`src/sv/rgse_pkg.sv`:
```
`timescale 1ns / 1ps
package rgse_pkg;

	localparam int RADIOTEXT_BYTES = 64;
	localparam int RT_ROWS = RADIOTEXT_BYTES / 4;
	localparam int CFG_W = 38;

	typedef logic [3:0][15:0] group_t;

	typedef struct packed {
		logic   valid;
		group_t grp;
	} grp_beat_t;

	typedef enum logic [2:0] {
		CFG_STATION = 3'd0,
		CFG_FLAGS   = 3'd1,
		CFG_ECC     = 3'd2,
		CFG_LIC     = 3'd3,
		CFG_PIN     = 3'd4,
		CFG_PTYN    = 3'd5,
		CFG_RTPLUS  = 3'd6
	} cfg_idx_t;

	typedef enum logic [1:0] {
		TXT_PS   = 2'd0,
		TXT_RT   = 2'd1,
		TXT_PTYN = 2'd2
	} txt_sel_t;

	typedef enum logic [2:0] {
		GK_PS,
		GK_RT,
		GK_PTYN1,
		GK_PTYN2,
		GK_EXT,
		GK_RTP_ANN,
		GK_RTP_TAG
	} group_kind_t;

	typedef enum logic [1:0] {
		EXT_ECC,
		EXT_LIC,
		EXT_PIN
	} ext_kind_t;

	localparam logic [15:0] GTYPE_1A  = 16'h1000;
	localparam logic [15:0] GTYPE_2A  = 16'h2000;
	localparam logic [15:0] GTYPE_3A  = 16'h3000;
	localparam logic [15:0] GTYPE_10A = 16'hA000;
	localparam logic [15:0] GTYPE_12A = 16'hC000;
	localparam logic [15:0] LIC_TAG   = 16'h3000;
	localparam logic [15:0] RTP_AID   = 16'h4BD7;

	// syndrome column of each data bit: x^(k+10) mod g(x), bit 15 first
	localparam logic [15:0][9:0] CRC_COL = {
		10'h077, 10'h2E7, 10'h3AF, 10'h30B, 10'h359, 10'h370, 10'h1B8, 10'h0DC,
		10'h06E, 10'h037, 10'h2C7, 10'h3BF, 10'h303, 10'h35D, 10'h372, 10'h1B9
	};

	function automatic logic [9:0] check_word(input logic [15:0] d);
		logic [9:0] r;
		r = '0;
		for (int k = 0; k < 16; k++) begin
			if (d[k]) r = r ^ CRC_COL[k];
		end
		return r;
	endfunction

	function automatic logic [9:0] offset_word(input logic [1:0] pos);
		logic [9:0] w;
		case (pos)
			2'd0: w = 10'h0FC;
			2'd1: w = 10'h198;
			2'd2: w = 10'h168;
			default: w = 10'h1B4;
		endcase
		return w;
	endfunction

endpackage

```
`src/sv/rds_group_scheduler_encoder_core.sv`:
```
`timescale 1ns / 1ps
// channel   handshake              payload
// input     push / full            operation, text_select, text_index, text_byte
// result    empty / pop            block_position, block_data, check_bits, last_block
// config    cfg_valid / cfg_ready  cfg_index, cfg_data
//
// A text write yields no beat; a group request yields four beats A..D, one per
// cycle while pop is held, after staging, the queue and the block register.
// The block serializer loads the next group as the last block of the current one is popped.
// The input keeps accepting while the two-group queue and staging stage have room.
// Reset clears schedule state and most config; text stores hold garbage until written.
module rds_group_scheduler_encoder_core (
	input  logic                        clk,
	input  logic                        arst_n,
	input  logic                        push,
	output logic                        full,
	input  logic                        operation,
	input  logic [1:0]                  text_select,
	input  logic [5:0]                  text_index,
	input  logic [7:0]                  text_byte,
	output logic                        empty,
	input  logic                        pop,
	output logic [1:0]                  block_position,
	output logic [15:0]                 block_data,
	output logic [9:0]                  check_bits,
	output logic                        last_block,
	input  logic                        cfg_valid,
	output logic                        cfg_ready,
	input  logic [2:0]                  cfg_index,
	input  logic [rgse_pkg::CFG_W-1:0]  cfg_data
);

	rgse_pkg::grp_beat_t beat;
	rgse_pkg::group_t    q_data;
	logic                q_full, q_empty, q_rd;

	assign cfg_ready = 1'b1;

	rgse_front u_front (
		.clk         (clk),
		.arst_n      (arst_n),
		.push        (push),
		.full        (full),
		.operation   (operation),
		.text_select (text_select),
		.text_index  (text_index),
		.text_byte   (text_byte),
		.cfg_valid   (cfg_valid),
		.cfg_index   (cfg_index),
		.cfg_data    (cfg_data),
		.q_full      (q_full),
		.beat        (beat)
	);

	rgse_fifo u_fifo (
		.clk     (clk),
		.arst_n  (arst_n),
		.wr      (beat),
		.full    (q_full),
		.rd      (q_rd),
		.empty   (q_empty),
		.rd_data (q_data)
	);

	rgse_back u_back (
		.clk            (clk),
		.arst_n         (arst_n),
		.q_empty        (q_empty),
		.q_data         (q_data),
		.q_rd           (q_rd),
		.pop            (pop),
		.empty          (empty),
		.block_position (block_position),
		.block_data     (block_data),
		.check_bits     (check_bits),
		.last_block     (last_block)
	);

endmodule

```
`src/sv/rgse_front.sv`:
```
`timescale 1ns / 1ps
module rgse_front (
	input  logic                         clk,
	input  logic                         arst_n,
	input  logic                         push,
	output logic                         full,
	input  logic                         operation,
	input  logic [1:0]                   text_select,
	input  logic [5:0]                   text_index,
	input  logic [7:0]                   text_byte,
	input  logic                         cfg_valid,
	input  logic [2:0]                   cfg_index,
	input  logic [rgse_pkg::CFG_W-1:0]   cfg_data,
	input  logic                         q_full,
	output rgse_pkg::grp_beat_t          beat
);

	logic [15:0] station_q;
	logic [14:0] flags_q;
	logic [8:0]  ecc_q;
	logic [8:0]  lic_q;
	logic [16:0] pin_q;
	logic [1:0]  ptyn_q;
	logic [37:0] rtp_q;

	logic [2:0] slot_q;
	logic [1:0] ps_seg_q;
	logic [3:0] rt_seg_q;
	logic [1:0] rot_q;

	logic [15:0] ps_row_q   [4];
	logic [31:0] ptyn_row_q [2];
	logic [31:0] rt_mem     [rgse_pkg::RT_ROWS];

	logic                   valid_s1;
	rgse_pkg::group_kind_t  kind_s1;
	rgse_pkg::ext_kind_t    ext_s1;
	logic [3:0]             seg_s1;
	logic [31:0]            text_s1;
	logic [31:0]            rt_s1;

	logic                   acc, acc_grp, acc_wr;
	rgse_pkg::group_kind_t  kind;
	rgse_pkg::ext_kind_t    ext_sel;
	logic [1:0]             rot_next;
	logic                   ecc_en, lic_en, pin_en;

	assign full    = valid_s1 & q_full;
	assign acc     = push & ~full;
	assign acc_grp = acc & operation;
	assign acc_wr  = acc & ~operation;

	assign ecc_en = ecc_q[8];
	assign lic_en = lic_q[8];
	assign pin_en = pin_q[16];

	always_comb begin
		if (ecc_en && lic_en) begin
			ext_sel  = rot_q[0] ? rgse_pkg::EXT_LIC : rgse_pkg::EXT_ECC;
			rot_next = {rot_q[0], ~rot_q[0]};
		end else begin
			rot_next = 2'd1;
			if (ecc_en) ext_sel = rgse_pkg::EXT_ECC;
			else if (lic_en) ext_sel = rgse_pkg::EXT_LIC;
			else ext_sel = rgse_pkg::EXT_PIN;
		end
	end

	always_comb begin
		if (rtp_q[37] && slot_q == 3'd6) kind = rgse_pkg::GK_RTP_ANN;
		else if (rtp_q[37] && slot_q == 3'd7) kind = rgse_pkg::GK_RTP_TAG;
		else if (slot_q == 3'd3 && (ecc_en || lic_en || pin_en)) kind = rgse_pkg::GK_EXT;
		else if (slot_q == 3'd4 || slot_q == 3'd5) kind = rgse_pkg::GK_RT;
		else if (ptyn_q[0] && slot_q == 3'd1) kind = rgse_pkg::GK_PTYN1;
		else if (ptyn_q[0] && ptyn_q[1] && slot_q == 3'd2) kind = rgse_pkg::GK_PTYN2;
		else kind = rgse_pkg::GK_PS;
	end

	always_ff @(posedge clk or negedge arst_n) begin
		if (!arst_n) begin
			station_q <= 16'h1234;
			flags_q   <= 15'h0080;
			ecc_q     <= '0;
			lic_q     <= '0;
			pin_q     <= '0;
			ptyn_q    <= '0;
			rtp_q     <= '0;
		end else if (cfg_valid) begin
			case (rgse_pkg::cfg_idx_t'(cfg_index))
				rgse_pkg::CFG_STATION: station_q <= cfg_data[15:0];
				rgse_pkg::CFG_FLAGS:   flags_q   <= cfg_data[14:0];
				rgse_pkg::CFG_ECC:     ecc_q     <= cfg_data[8:0];
				rgse_pkg::CFG_LIC:     lic_q     <= cfg_data[8:0];
				rgse_pkg::CFG_PIN:     pin_q     <= cfg_data[16:0];
				rgse_pkg::CFG_PTYN:    ptyn_q    <= cfg_data[1:0];
				rgse_pkg::CFG_RTPLUS:  rtp_q     <= cfg_data[37:0];
				default: ;
			endcase
		end
	end

	// schedule state advances at group accept
	always_ff @(posedge clk or negedge arst_n) begin
		if (!arst_n) begin
			slot_q   <= '0;
			ps_seg_q <= '0;
			rt_seg_q <= '0;
			rot_q    <= '0;
			valid_s1 <= 1'b0;
		end else begin
			valid_s1 <= acc_grp | (valid_s1 & q_full);
			if (acc_grp) begin
				slot_q <= slot_q + 3'd1;
				case (kind)
					rgse_pkg::GK_PS:  ps_seg_q <= ps_seg_q + 2'd1;
					rgse_pkg::GK_RT:  rt_seg_q <= rt_seg_q + 4'd1;
					rgse_pkg::GK_EXT: rot_q    <= rot_next;
					default: ;
				endcase
			end
		end
	end

	always_ff @(posedge clk) begin
		if (acc_wr) begin
			case (rgse_pkg::txt_sel_t'(text_select))
				rgse_pkg::TXT_PS: begin
					if (text_index[5:3] == 3'd0) begin
						if (text_index[0]) ps_row_q[text_index[2:1]][7:0] <= text_byte;
						else ps_row_q[text_index[2:1]][15:8] <= text_byte;
					end
				end
				rgse_pkg::TXT_RT:
					rt_mem[text_index[5:2]][{~text_index[1:0], 3'b000} +: 8] <= text_byte;
				rgse_pkg::TXT_PTYN: begin
					if (text_index[5:3] == 3'd0)
						ptyn_row_q[text_index[2]][{~text_index[1:0], 3'b000} +: 8] <= text_byte;
				end
				default: ;
			endcase
		end
	end

	// snapshot text at accept so later writes cannot reach this group
	always_ff @(posedge clk) begin
		if (acc_grp) begin
			kind_s1 <= kind;
			ext_s1  <= ext_sel;
			seg_s1  <= (kind == rgse_pkg::GK_RT) ? rt_seg_q : {2'b00, ps_seg_q};
			text_s1 <= (kind == rgse_pkg::GK_PS) ? {16'h0000, ps_row_q[ps_seg_q]}
			                                     : ptyn_row_q[slot_q == 3'd2];
			if (kind == rgse_pkg::GK_RT) rt_s1 <= rt_mem[rt_seg_q];
		end
	end

	logic [15:0] base;
	logic [3:0]  di;
	logic        ab;
	always_comb begin
		base = {5'b00000, flags_q[5], flags_q[4:0], 5'b00000};
		di   = flags_q[11:8];
		case (flags_q[13:12])
			2'd1: ab = 1'b1;
			2'd2: ab = flags_q[14];
			default: ab = 1'b0;
		endcase
		beat.valid  = valid_s1;
		beat.grp[0] = station_q;
		beat.grp[1] = '0;
		beat.grp[2] = '0;
		beat.grp[3] = '0;
		case (kind_s1)
			rgse_pkg::GK_RTP_ANN: begin
				beat.grp[1] = rgse_pkg::GTYPE_3A | base | {11'd0, rtp_q[36:32]};
				beat.grp[3] = rgse_pkg::RTP_AID;
			end
			rgse_pkg::GK_RTP_TAG: begin
				beat.grp[1] = rgse_pkg::GTYPE_12A | base | {11'd0, rtp_q[36:32]};
				beat.grp[2] = rtp_q[31:16];
				beat.grp[3] = rtp_q[15:0];
			end
			rgse_pkg::GK_EXT: begin
				beat.grp[1] = rgse_pkg::GTYPE_1A | base;
				beat.grp[3] = pin_en ? pin_q[15:0] : 16'h0000;
				case (ext_s1)
					rgse_pkg::EXT_ECC: beat.grp[2] = {8'h00, ecc_q[7:0]};
					rgse_pkg::EXT_LIC: beat.grp[2] = rgse_pkg::LIC_TAG | {8'h00, lic_q[7:0]};
					default:           beat.grp[2] = station_q;
				endcase
			end
			rgse_pkg::GK_RT: begin
				beat.grp[1] = rgse_pkg::GTYPE_2A | base | {11'd0, ab, seg_s1};
				beat.grp[2] = rt_s1[31:16];
				beat.grp[3] = rt_s1[15:0];
			end
			rgse_pkg::GK_PTYN1: begin
				beat.grp[1] = rgse_pkg::GTYPE_10A | base;
				beat.grp[2] = text_s1[31:16];
				beat.grp[3] = text_s1[15:0];
			end
			rgse_pkg::GK_PTYN2: begin
				beat.grp[1] = rgse_pkg::GTYPE_10A | base | 16'h0001;
				beat.grp[2] = text_s1[31:16];
				beat.grp[3] = text_s1[15:0];
			end
			default: begin
				beat.grp[1] = base | {11'd0, flags_q[6], flags_q[7], di[2'd3 - seg_s1[1:0]],
				                      seg_s1[1:0]};
				beat.grp[3] = text_s1[15:0];
			end
		endcase
	end

endmodule

```
`src/sv/rgse_fifo.sv`:
```
`timescale 1ns / 1ps
module rgse_fifo (
	input  logic                 clk,
	input  logic                 arst_n,
	input  rgse_pkg::grp_beat_t  wr,
	output logic                 full,
	input  logic                 rd,
	output logic                 empty,
	output rgse_pkg::group_t     rd_data
);

	rgse_pkg::group_t ent_q [2];
	logic       wr_ptr_q, rd_ptr_q;
	logic [1:0] cnt_q;
	logic       do_wr, do_rd;

	assign full    = cnt_q == 2'd2;
	assign empty   = cnt_q == 2'd0;
	assign do_wr   = wr.valid & ~full;
	assign do_rd   = rd & ~empty;
	assign rd_data = ent_q[rd_ptr_q];

	always_ff @(posedge clk or negedge arst_n) begin
		if (!arst_n) begin
			wr_ptr_q <= 1'b0;
			rd_ptr_q <= 1'b0;
			cnt_q    <= '0;
		end else begin
			if (do_wr) wr_ptr_q <= ~wr_ptr_q;
			if (do_rd) rd_ptr_q <= ~rd_ptr_q;
			if (do_wr && !do_rd) cnt_q <= cnt_q + 2'd1;
			else if (do_rd && !do_wr) cnt_q <= cnt_q - 2'd1;
		end
	end

	always_ff @(posedge clk) begin
		if (do_wr) ent_q[wr_ptr_q] <= wr.grp;
	end

endmodule

```
`src/sv/rgse_back.sv`:
```
`timescale 1ns / 1ps
module rgse_back (
	input  logic              clk,
	input  logic              arst_n,
	input  logic              q_empty,
	input  rgse_pkg::group_t  q_data,
	output logic              q_rd,
	input  logic              pop,
	output logic              empty,
	output logic [1:0]        block_position,
	output logic [15:0]       block_data,
	output logic [9:0]        check_bits,
	output logic              last_block
);

	rgse_pkg::group_t grp_q;
	logic [1:0]       idx_q;
	logic             busy_q;
	logic             take, at_end;

	assign take   = pop & busy_q;
	assign at_end = take & (idx_q == 2'd3);
	assign q_rd   = ~q_empty & (~busy_q | at_end);

	always_ff @(posedge clk or negedge arst_n) begin
		if (!arst_n) begin
			busy_q <= 1'b0;
			idx_q  <= '0;
		end else begin
			if (q_rd) begin
				busy_q <= 1'b1;
				idx_q  <= '0;
			end else begin
				if (at_end) busy_q <= 1'b0;
				if (take) idx_q <= idx_q + 2'd1;
			end
		end
	end

	always_ff @(posedge clk) begin
		if (q_rd) grp_q <= q_data;
	end

	assign empty          = ~busy_q;
	assign block_position = idx_q;
	assign block_data     = grp_q[idx_q];
	assign check_bits     = rgse_pkg::check_word(block_data) ^ rgse_pkg::offset_word(idx_q);
	assign last_block     = idx_q == 2'd3;

	a_advance: assert property (@(posedge clk) disable iff (!arst_n)
		take && idx_q != 2'd3 |=> busy_q && idx_q == $past(idx_q) + 2'd1)
		else $error("block index did not advance after a beat");

	a_drain: assert property (@(posedge clk) disable iff (!arst_n)
		at_end && q_empty |=> !busy_q)
		else $error("result still shown after last block with no group queued");

	a_hold: assert property (@(posedge clk) disable iff (!arst_n)
		busy_q && !pop |=> busy_q && $stable(idx_q) && $stable(block_data))
		else $error("stalled block changed");

	a_fresh: assert property (@(posedge clk) disable iff (!arst_n)
		q_rd |=> busy_q && idx_q == 2'd0)
		else $error("new group does not start at block A");

endmodule
```
`config.mk`:
```
export PLATFORM = sky130hd
export DESIGN_NAME = rds_group_scheduler_encoder_core
export DESIGN_NICKNAME = d
export VERILOG_FILES = /design/src/sv/rgse_pkg.sv /design/src/sv/rds_group_scheduler_encoder_core.sv /design/src/sv/rgse_front.sv /design/src/sv/rgse_fifo.sv /design/src/sv/rgse_back.sv
export SDC_FILE = /design/constraint.sdc
export NUM_CORES = 1
export LEC_CHECK = 0
export BUFFER_PORTS_ARGS = -buffer_cell sky130_fd_sc_hd__buf_2
export CORE_MARGIN = 3
export CORE_UTILIZATION = 56
export CTS_CLUSTER_SIZE = 16
export DETAILED_ROUTE_END_ITERATION = 6
export PLACE_DENSITY = 0.74
export SLEW_MARGIN = 30
export SYNTH_ARGS = -nofsm -noshare
export SYNTH_HDL_FRONTEND = slang
export SYNTH_SLANG_ARGS = --single-unit
```
`constraint.sdc`:
```
create_clock -name clk -period 4.3 [get_ports clk]
set_input_delay 0.215 -clock clk [delete_from_list [all_inputs] [get_ports clk]]
set_output_delay 0.215 -clock clk [all_outputs]
set_load 0.03 [all_outputs]
```
; ---- Word-level counts from Yosys, hierarchy flattened
; Memories as Yosys holds them, arrays and structs flattened. A register that Yosys moved wholly into a read port is not among the register bits.
; Index checks and enable logic that the tools add are counted.
[totals]
register_bits = 165
mem_bits_rw = 768
in_bits = 63
memories = 4
[op_classes]
add_sub_neg = 8
n_lt_le_gt_ge = 2
n_eq_ne = 30
shift = 2
mux = 65
n_bitwise = 40
n_reduce_logical = 35
[mem_list]
columns = name, depth, width, read_ports, rd_clocked_by_memory_dff, wr, line_no
row1 = u_front.rt_mem, 16, 32, 1, 1, 1, rgse_front.sv:33  ; logic [31:0] rt_mem [rgse_pkg::RT_ROWS];
row2 = u_fifo.ent_q, 2, 64, 1, 1, 1, rgse_fifo.sv:12  ; rgse_pkg::group_t ent_q [2];
row3 = u_front.ps_row_q, 4, 16, 1, 0, 1, rgse_front.sv:31  ; logic [15:0] ps_row_q [4];
row4 = u_front.ptyn_row_q, 2, 32, 1, 0, 1, rgse_front.sv:32  ; logic [31:0] ptyn_row_q [2];
[op_table]
columns = cell, n
row1 = $pmux W16 S4, 2
row2 = $mux W10, 10
row3 = $pmux W16 S6, 1
row4 = $mux W32, 2
row5 = $mux W16, 3
row6 = $eq A3 B3 Y1 const B, 11
row7 = $bmux W16 S2, 1
row8 = $pmux W16 S2, 1
row9 = $shift A8 B7 Y32 const A, 1
row10 = $shiftx A8 B7 Y32, 1
row11 = $not A5 Y5, 6
row12 = $or A14 B5 Y14, 2
row13 = $pmux W9 S3, 1
row14 = $mux W1, 22
row15 = $reduce_and A2 Y1, 10
row16 = $eq A3 B2 Y1 const B, 6
row17 = $mux W2, 9
row18 = $mux W9, 2
row19 = $not A6 Y6, 3
row20 = $or A16 B5 Y16, 1
row21 = $mux W3, 5
row22 = $mux W7, 2
row23 = $not A7 Y7, 2
row24 = $eq A3 B1 Y1 const B, 4
row25 = 30 further kinds, 74

; ---- Longest topological paths before layout
[logic_depth]
ltp_word = 34
depth_mapped = 9
depth_no_buf = 8

; ---- By module
; Synthesis repeated with hierarchy kept, for this count alone.
[unflattened]
hier_cells = 2328
hier_area_um2 = 41750.0
[modules_own_cells]
columns = module, instances, cells_per_inst, area_each_um2, seq_area_each_um2
row1 = rgse_front, 1, 1961, 33603.5, 24345.8
row2 = rgse_fifo, 1, 218, 5021.1, 3943.8
row3 = rgse_back, 1, 147, 3114.2, 1996.9
row4 = rds_group_scheduler_encoder_core, 1, 2, 11.3, 0.0

; ---- Worst setup path after synthesis
; OpenSTA, ideal clock, no wires.
[synth_timing]
path_type = register to register
from = register u_front.slot_q[2]
to = register u_front.rt_seg_q[1]
setup_ns = 0.128
arrival_time_ns = 4.028
slack_ns = 0.144
path_stages_with_launch = 8
n_path_buf = 1
cell_sequence = dfrtp_1 clkbuf_1 inv_1 ha_1 o31ai_1 o21ai_1 nor3_1 mux2_1
[synth_between]
elab_cells_between_ends = 21
[synth_rtl]
columns = item, line_no
row1 = from (decl), rgse_front.sv:26  ; logic [2:0] slot_q;
row2 = from (signal assigned), rgse_front.sv:113  ; slot_q <= slot_q + 3'd1;
row3 = $eq A3 B3 Y1, rgse_front.sv:73  ; else if (slot_q == 3'd4 || slot_q == 3'd5) kind = rgse_pkg::GK_RT;
row4 = $logic_or A1 B1 Y1, rgse_front.sv:73
row5 = $mux W3, rgse_front.sv:73
row6 = $mux W3, rgse_front.sv:72  ; else if (slot_q == 3'd3 && (ecc_en || lic_en || pin_en)) kind = rgse_pkg::GK_EXT;
row7 = $mux W3, rgse_front.sv:71  ; else if (rtp_q[37] && slot_q == 3'd7) kind = rgse_pkg::GK_RTP_TAG;
row8 = $mux W3 (*), rgse_front.sv:70  ; if (rtp_q[37] && slot_q == 3'd6) kind = rgse_pkg::GK_RTP_ANN;
row9 = named net u_front.kind[2], rgse_front.sv:43  ; rgse_pkg::group_kind_t kind;
row10 = $eq A3 B1 Y1 (*), rgse_front.sv:114  ; case (kind)
row11 = $reduce_and A2 Y1 (no source line) (*), --
row12 = to (signal assigned), rgse_front.sv:116  ; rgse_pkg::GK_RT: rt_seg_q <= rt_seg_q + 4'd1;
row13 = to (decl), rgse_front.sv:28  ; logic [3:0] rt_seg_q;
; The timed path passes the listed nets; every way through them passes the cells marked *.
; A chain may end at the register's enable or synchronous reset.

; ---- Worst setup path in the final report
[layout_timing]
from = register u_back.idx_q[1], in the netlist u_back.block_position[1]
to = output check_bits[0]
[layout_between]
elab_chain_cells = 29
[layout_lines]
columns = item, line_no
row1 = from (decl), rgse_back.sv:17  ; logic [1:0] idx_q;
row2 = from (signal assigned), rgse_back.sv:35  ; if (take) idx_q <= idx_q + 2'd1;
row3 = $bmux W16 S2 (*), rgse_back.sv:46  ; assign block_data = grp_q[idx_q];
row4 = $mux W16 (not written as such) (*), rgse_back.sv:46
row5 = $mux W9, rgse_pkg.sv:65  ; if (d[k]) r = r ^ CRC_COL[k];
row6 = $mux W10, rgse_pkg.sv:65
row7 = $not A7 Y7 (no source line), --
row8 = $mux W10, rgse_pkg.sv:65
row9 = $not A4 Y4 (no source line), --
row10 = $mux W10, rgse_pkg.sv:65
row11 = [... 13 more ...], --
row12 = $mux W10, rgse_pkg.sv:65
row13 = $not A8 Y8 (no source line), --
row14 = $mux W10, rgse_pkg.sv:65
row15 = $not A7 Y7 (no source line), --
row16 = $mux W10, rgse_pkg.sv:65
row17 = $not A6 Y6 (no source line), --
row18 = $mux W7 (*), rgse_pkg.sv:65
row19 = $xor A10 B9 Y10 (*), rgse_back.sv:47  ; assign check_bits = rgse_pkg::check_word(block_data) ^ rgse_pkg::offset_word(idx_q);
row20 = to (decl), rds_group_scheduler_encoder_core.sv:25  ; output logic [9:0] check_bits,
; Every way passes the cells marked *; elsewhere a longest branch is shown, timed or not. The select of a mux whose other input is x is not followed.

==> results.sh <==
export IMPL_hold_violations=0
export IMPL_wl_um=94100
export IMPL_outcome="complete, no violations"
export IMPL_cp_start_kind="flip-flop"
export IMPL_die_w_um=277
export IMPL_drive_above_1_share_pct=22.4
export IMPL_postCtsSetupBuffers=0
export IMPL_h_tree_depth=3
export IMPL_criticalPathCategory="flip-flop to primary output"
export IMPL_max_cap_violations=0
export IMPL_ant_nets=0
export IMPL_ys_warn_count=0
export IMPL_seq_area_um2=30200
export IMPL_vias=21876
export IMPL_dieArea_um2=76500
export IMPL_worstSkewPairLatency_ns=0.66
export IMPL_grt_pass1_vias=21627
export IMPL_cts_sinks=1026
export IMPL_tightest_slew_ns=1.04
export IMPL_rows=98
export IMPL_crit_path_end_kind="primary output"
export IMPL_synthArstFlopShare_pct=12.1
export IMPL_cts_buffer_depth=3
export IMPL_synth_top_area_cell="edfxtp_1"
export IMPL_start_util_pct=57.0
export IMPL_avgSynthCellArea_um2=17.4
export IMPL_power_density_nw_per_um2=662
export IMPL_coreArea_um2=72000
export IMPL_crit_required_ns=4.09
export IMPL_grt_max_degree=98
export IMPL_ioPinCount=95
export IMPL_multi_input_area_um2=10300
export IMPL_synth_nets=2432
export IMPL_dpl_cell_area_um2=42500
export IMPL_synth_top_area_share_pct=66.0
export IMPL_routed_via_density=6.18
export IMPL_drt_first_iter_violations=2758
export IMPL_layout_nets=2587
export IMPL_timing_fmax_mhz=271
export IMPL_yosys_cell_types_count=61
export IMPL_critPathArrivalTime_ns=3.48
export IMPL_antenna_found_initial=2
export IMPL_tns_ns=0
export IMPL_cts_buffers=99
export IMPL_yosysSeqAreaShare_pct=73.6
export IMPL_nFillCells=4782
export IMPL_grt_pass1_wl_um=141000
export IMPL_slew_headroom_pct=29.8
export IMPL_finalCriticalPeriod_ns=3.69
export IMPL_grt_setup_unrepaired="false"
export IMPL_grt_overflow=0
export IMPL_hp_class="input pin to flip-flop"
export IMPL_die_h_um=277
export IMPL_design_area_um2=46300
export IMPL_cts_resized_gates=0
export IMPL_gr_usage_all_layers_pct=24.5
export IMPL_clock_root_buffer="clkbuf_16"
export IMPL_routabilityCongestion=0.876
export IMPL_period_share_pct=85.9
export IMPL_syn_to_final_growth_pct=13.0
export IMPL_power_leakage_nw=15.7
export IMPL_drcViolationCount=0
export IMPL_path_clk_slew_ns=0.06
export IMPL_port_buffers=93
export IMPL_synthCells=2351
export IMPL_setup_viol=0
export IMPL_cp_max_fo=22
export IMPL_slew_violations=0
export IMPL_yosys_top_cells_area="edfxtp_1 (66%), dfrtp_1 (7.2%), mux4_2 (5.2%), mux2_2 (4.7%), mux2i_1 (3.5%)"
export IMPL_final_util_pct=64.4
export IMPL_ys_flop_type="edfxtp_1"
export IMPL_dp_hpwl_um=63100
export IMPL_tritoncts="yes"
export IMPL_wl_per_cell_um=26.6
export IMPL_antennaDiodeCount=0
export IMPL_drtPass1Iterations=6
export IMPL_synth_edf_count=902
export IMPL_clock_skew_ns=0.0223
export IMPL_cts_hold_buf=52
export IMPL_synth_seq_cells=1026
export IMPL_synth_cell_area_um2=41000
export IMPL_vdd_drop_max_uv=3600
[cell families (layout without fill, tap and decap cells)]
family | count (synthesis) | in the layout | share of synthesized area [%]
adders and majority gates | 18 | 18 | 0.549
DFF | 1026 | 1026 | 73.6
AOI/OAI and AO/OA | 264 | 264 | 4.37
xor gates and xnor gates | 48 | 48 | 1.52
and+or+nand+nor | 416 | 416 | 4.48
other | 1 | 1 | 0.00914
muxes | 427 | 427 | 14.0
buffers and inverters | 151 | 389 | 1.49
[through the flow]
stage / power [mW] / hold slack, ns / worst slack (ns) / cells
2_1_floorplan: 19.6 / -0.0806 / 0.144 / 2351
3_3_place_gp: 21.9 / 0.373 / 1.21 / 3303
3_5_place_dp: 22.1 / 0.389 / 1.05 / 3303
4_1_cts: 30.8 / 0.0733 / 0.571 / 3539
5_1_grt: 31.9 / 0.0971 / 0.441 / 3539
6_report: 30.7 / 0.0920 / 0.608 / 3539
[cell usage in the layout (no fill, tap or decap), types with 15 or more instances in the layout]
cell           instances
a21oi_1               49
edfxtp_1             902
inv_1                 17
clkbuf_1              16
nand2_1              193
a22oi_1               51
dfrtp_1              114
xnor2_1               22
o21ai_0               64
nor2_1               112
mux2i_1              143
and2_1                42
buf_2                 92
clkbuf_16            102
mux2_2               172
clkinv_1              19
nand3_1               16
ha_1                  18
dlygate4sd3_1         52
mux2_1                15
buf_4                 35
a221oi_1              64
mux4_2                94
clkinv_2              18
[sequential cells by signal (all words and copies together), names as in the netlist, 3 cells and up]
signal / cells
u_front.station_q: 16
u_front.flags_q: 15
u_front.text_s1: 32
u_front.pin_q: 17
u_front.kind_s1: 3
u_front.ptyn_row_q: 64
u_front.lic_q: 9
u_fifo.ent_q: 126
u_front.rt_s1: 32
u_front.slot_q: 3
u_front.seg_s1: 4
u_front.rtp_q: 38
u_front.ps_row_q: 64
u_front.rt_seg_q: 4
u_front.ecc_q: 9
u_back.grp_q: 63
u_front.rt_mem: 512
[path summary, 6_finish.rpt]
check | start | to | slack [ns] | cells past startpoint
max | u_back.block_position[1]$_DFFE_PN0P_ | check_bits[0] | 0.61 | 5
min | push | u_front.ps_seg_q[1]$_DFFE_PN0P_ | 0.09 | 4
min in group asynchronous | arst_n | u_front.ecc_q[4]$_DFFE_PN0P_ | 0.20 | 2
max reg2reg | u_fifo.cnt_q[0]$_DFFE_PN0P_ | u_front.rt_mem[7][24]$_DFFE_PP_ | 0.99 | 4
min reg2reg | u_front.flags_q[3]$_DFFE_PN0P_ | u_fifo.ent_q[0][24]$_DFFE_PP_ | 0.48 | 0
max in group asynchronous | arst_n | u_front.station_q[4]$_DFFE_PN1P_ | 3.16 | 3
[final cells by class]
| class | count | share of cell area [%] |
|---|---|---|
| inverters | 22 | 0.178 |
| clock buffers | 123 | 5.79 |
| well taps | 950 | 2.57 |
| flip-flops and latches | 1026 | 65.2 |
| multi-input cells | 1174 | 22.1 |
| clock inverters | 61 | 1.30 |
| repair buffers | 183 | 2.84 |
[synthesized netlist by cell type, drive strengths merged, types with 38 or more instances]
cell,number
a21oi,49
a221oi,64
a22oi,52
and2,43
buf,38
clkbuf,91
dfrtp,118
edfxtp,902
mux2,188
mux2i,143
mux4,96
nand2,193
nor2,113
o21ai,71
[worst max-delay path, stage by stage, from the launching register on]
cell     delay, ns
dfrtp_1       0.91
mux4_1        0.52
xnor2_2       0.37
xor3_2        0.47
xnor3_1       0.36
buf_2         0.19
[routing by layer]
layer,wire length (um),share of wire [%],track usage (%)
met1,37900,40,34.6
met2,45300,48,39.2
met3,7270,7.7,3.78
met4,3580,3.8,9.39
met5,35,0.037,0
[where the power goes]
group          internal, mW  switching (mW)
Combinational          3.95            5.36
Clock                  5.04            3.66
Sequential             12.0           0.703
Total                  21.0            9.72
Power figures use the tool's default switching activity.
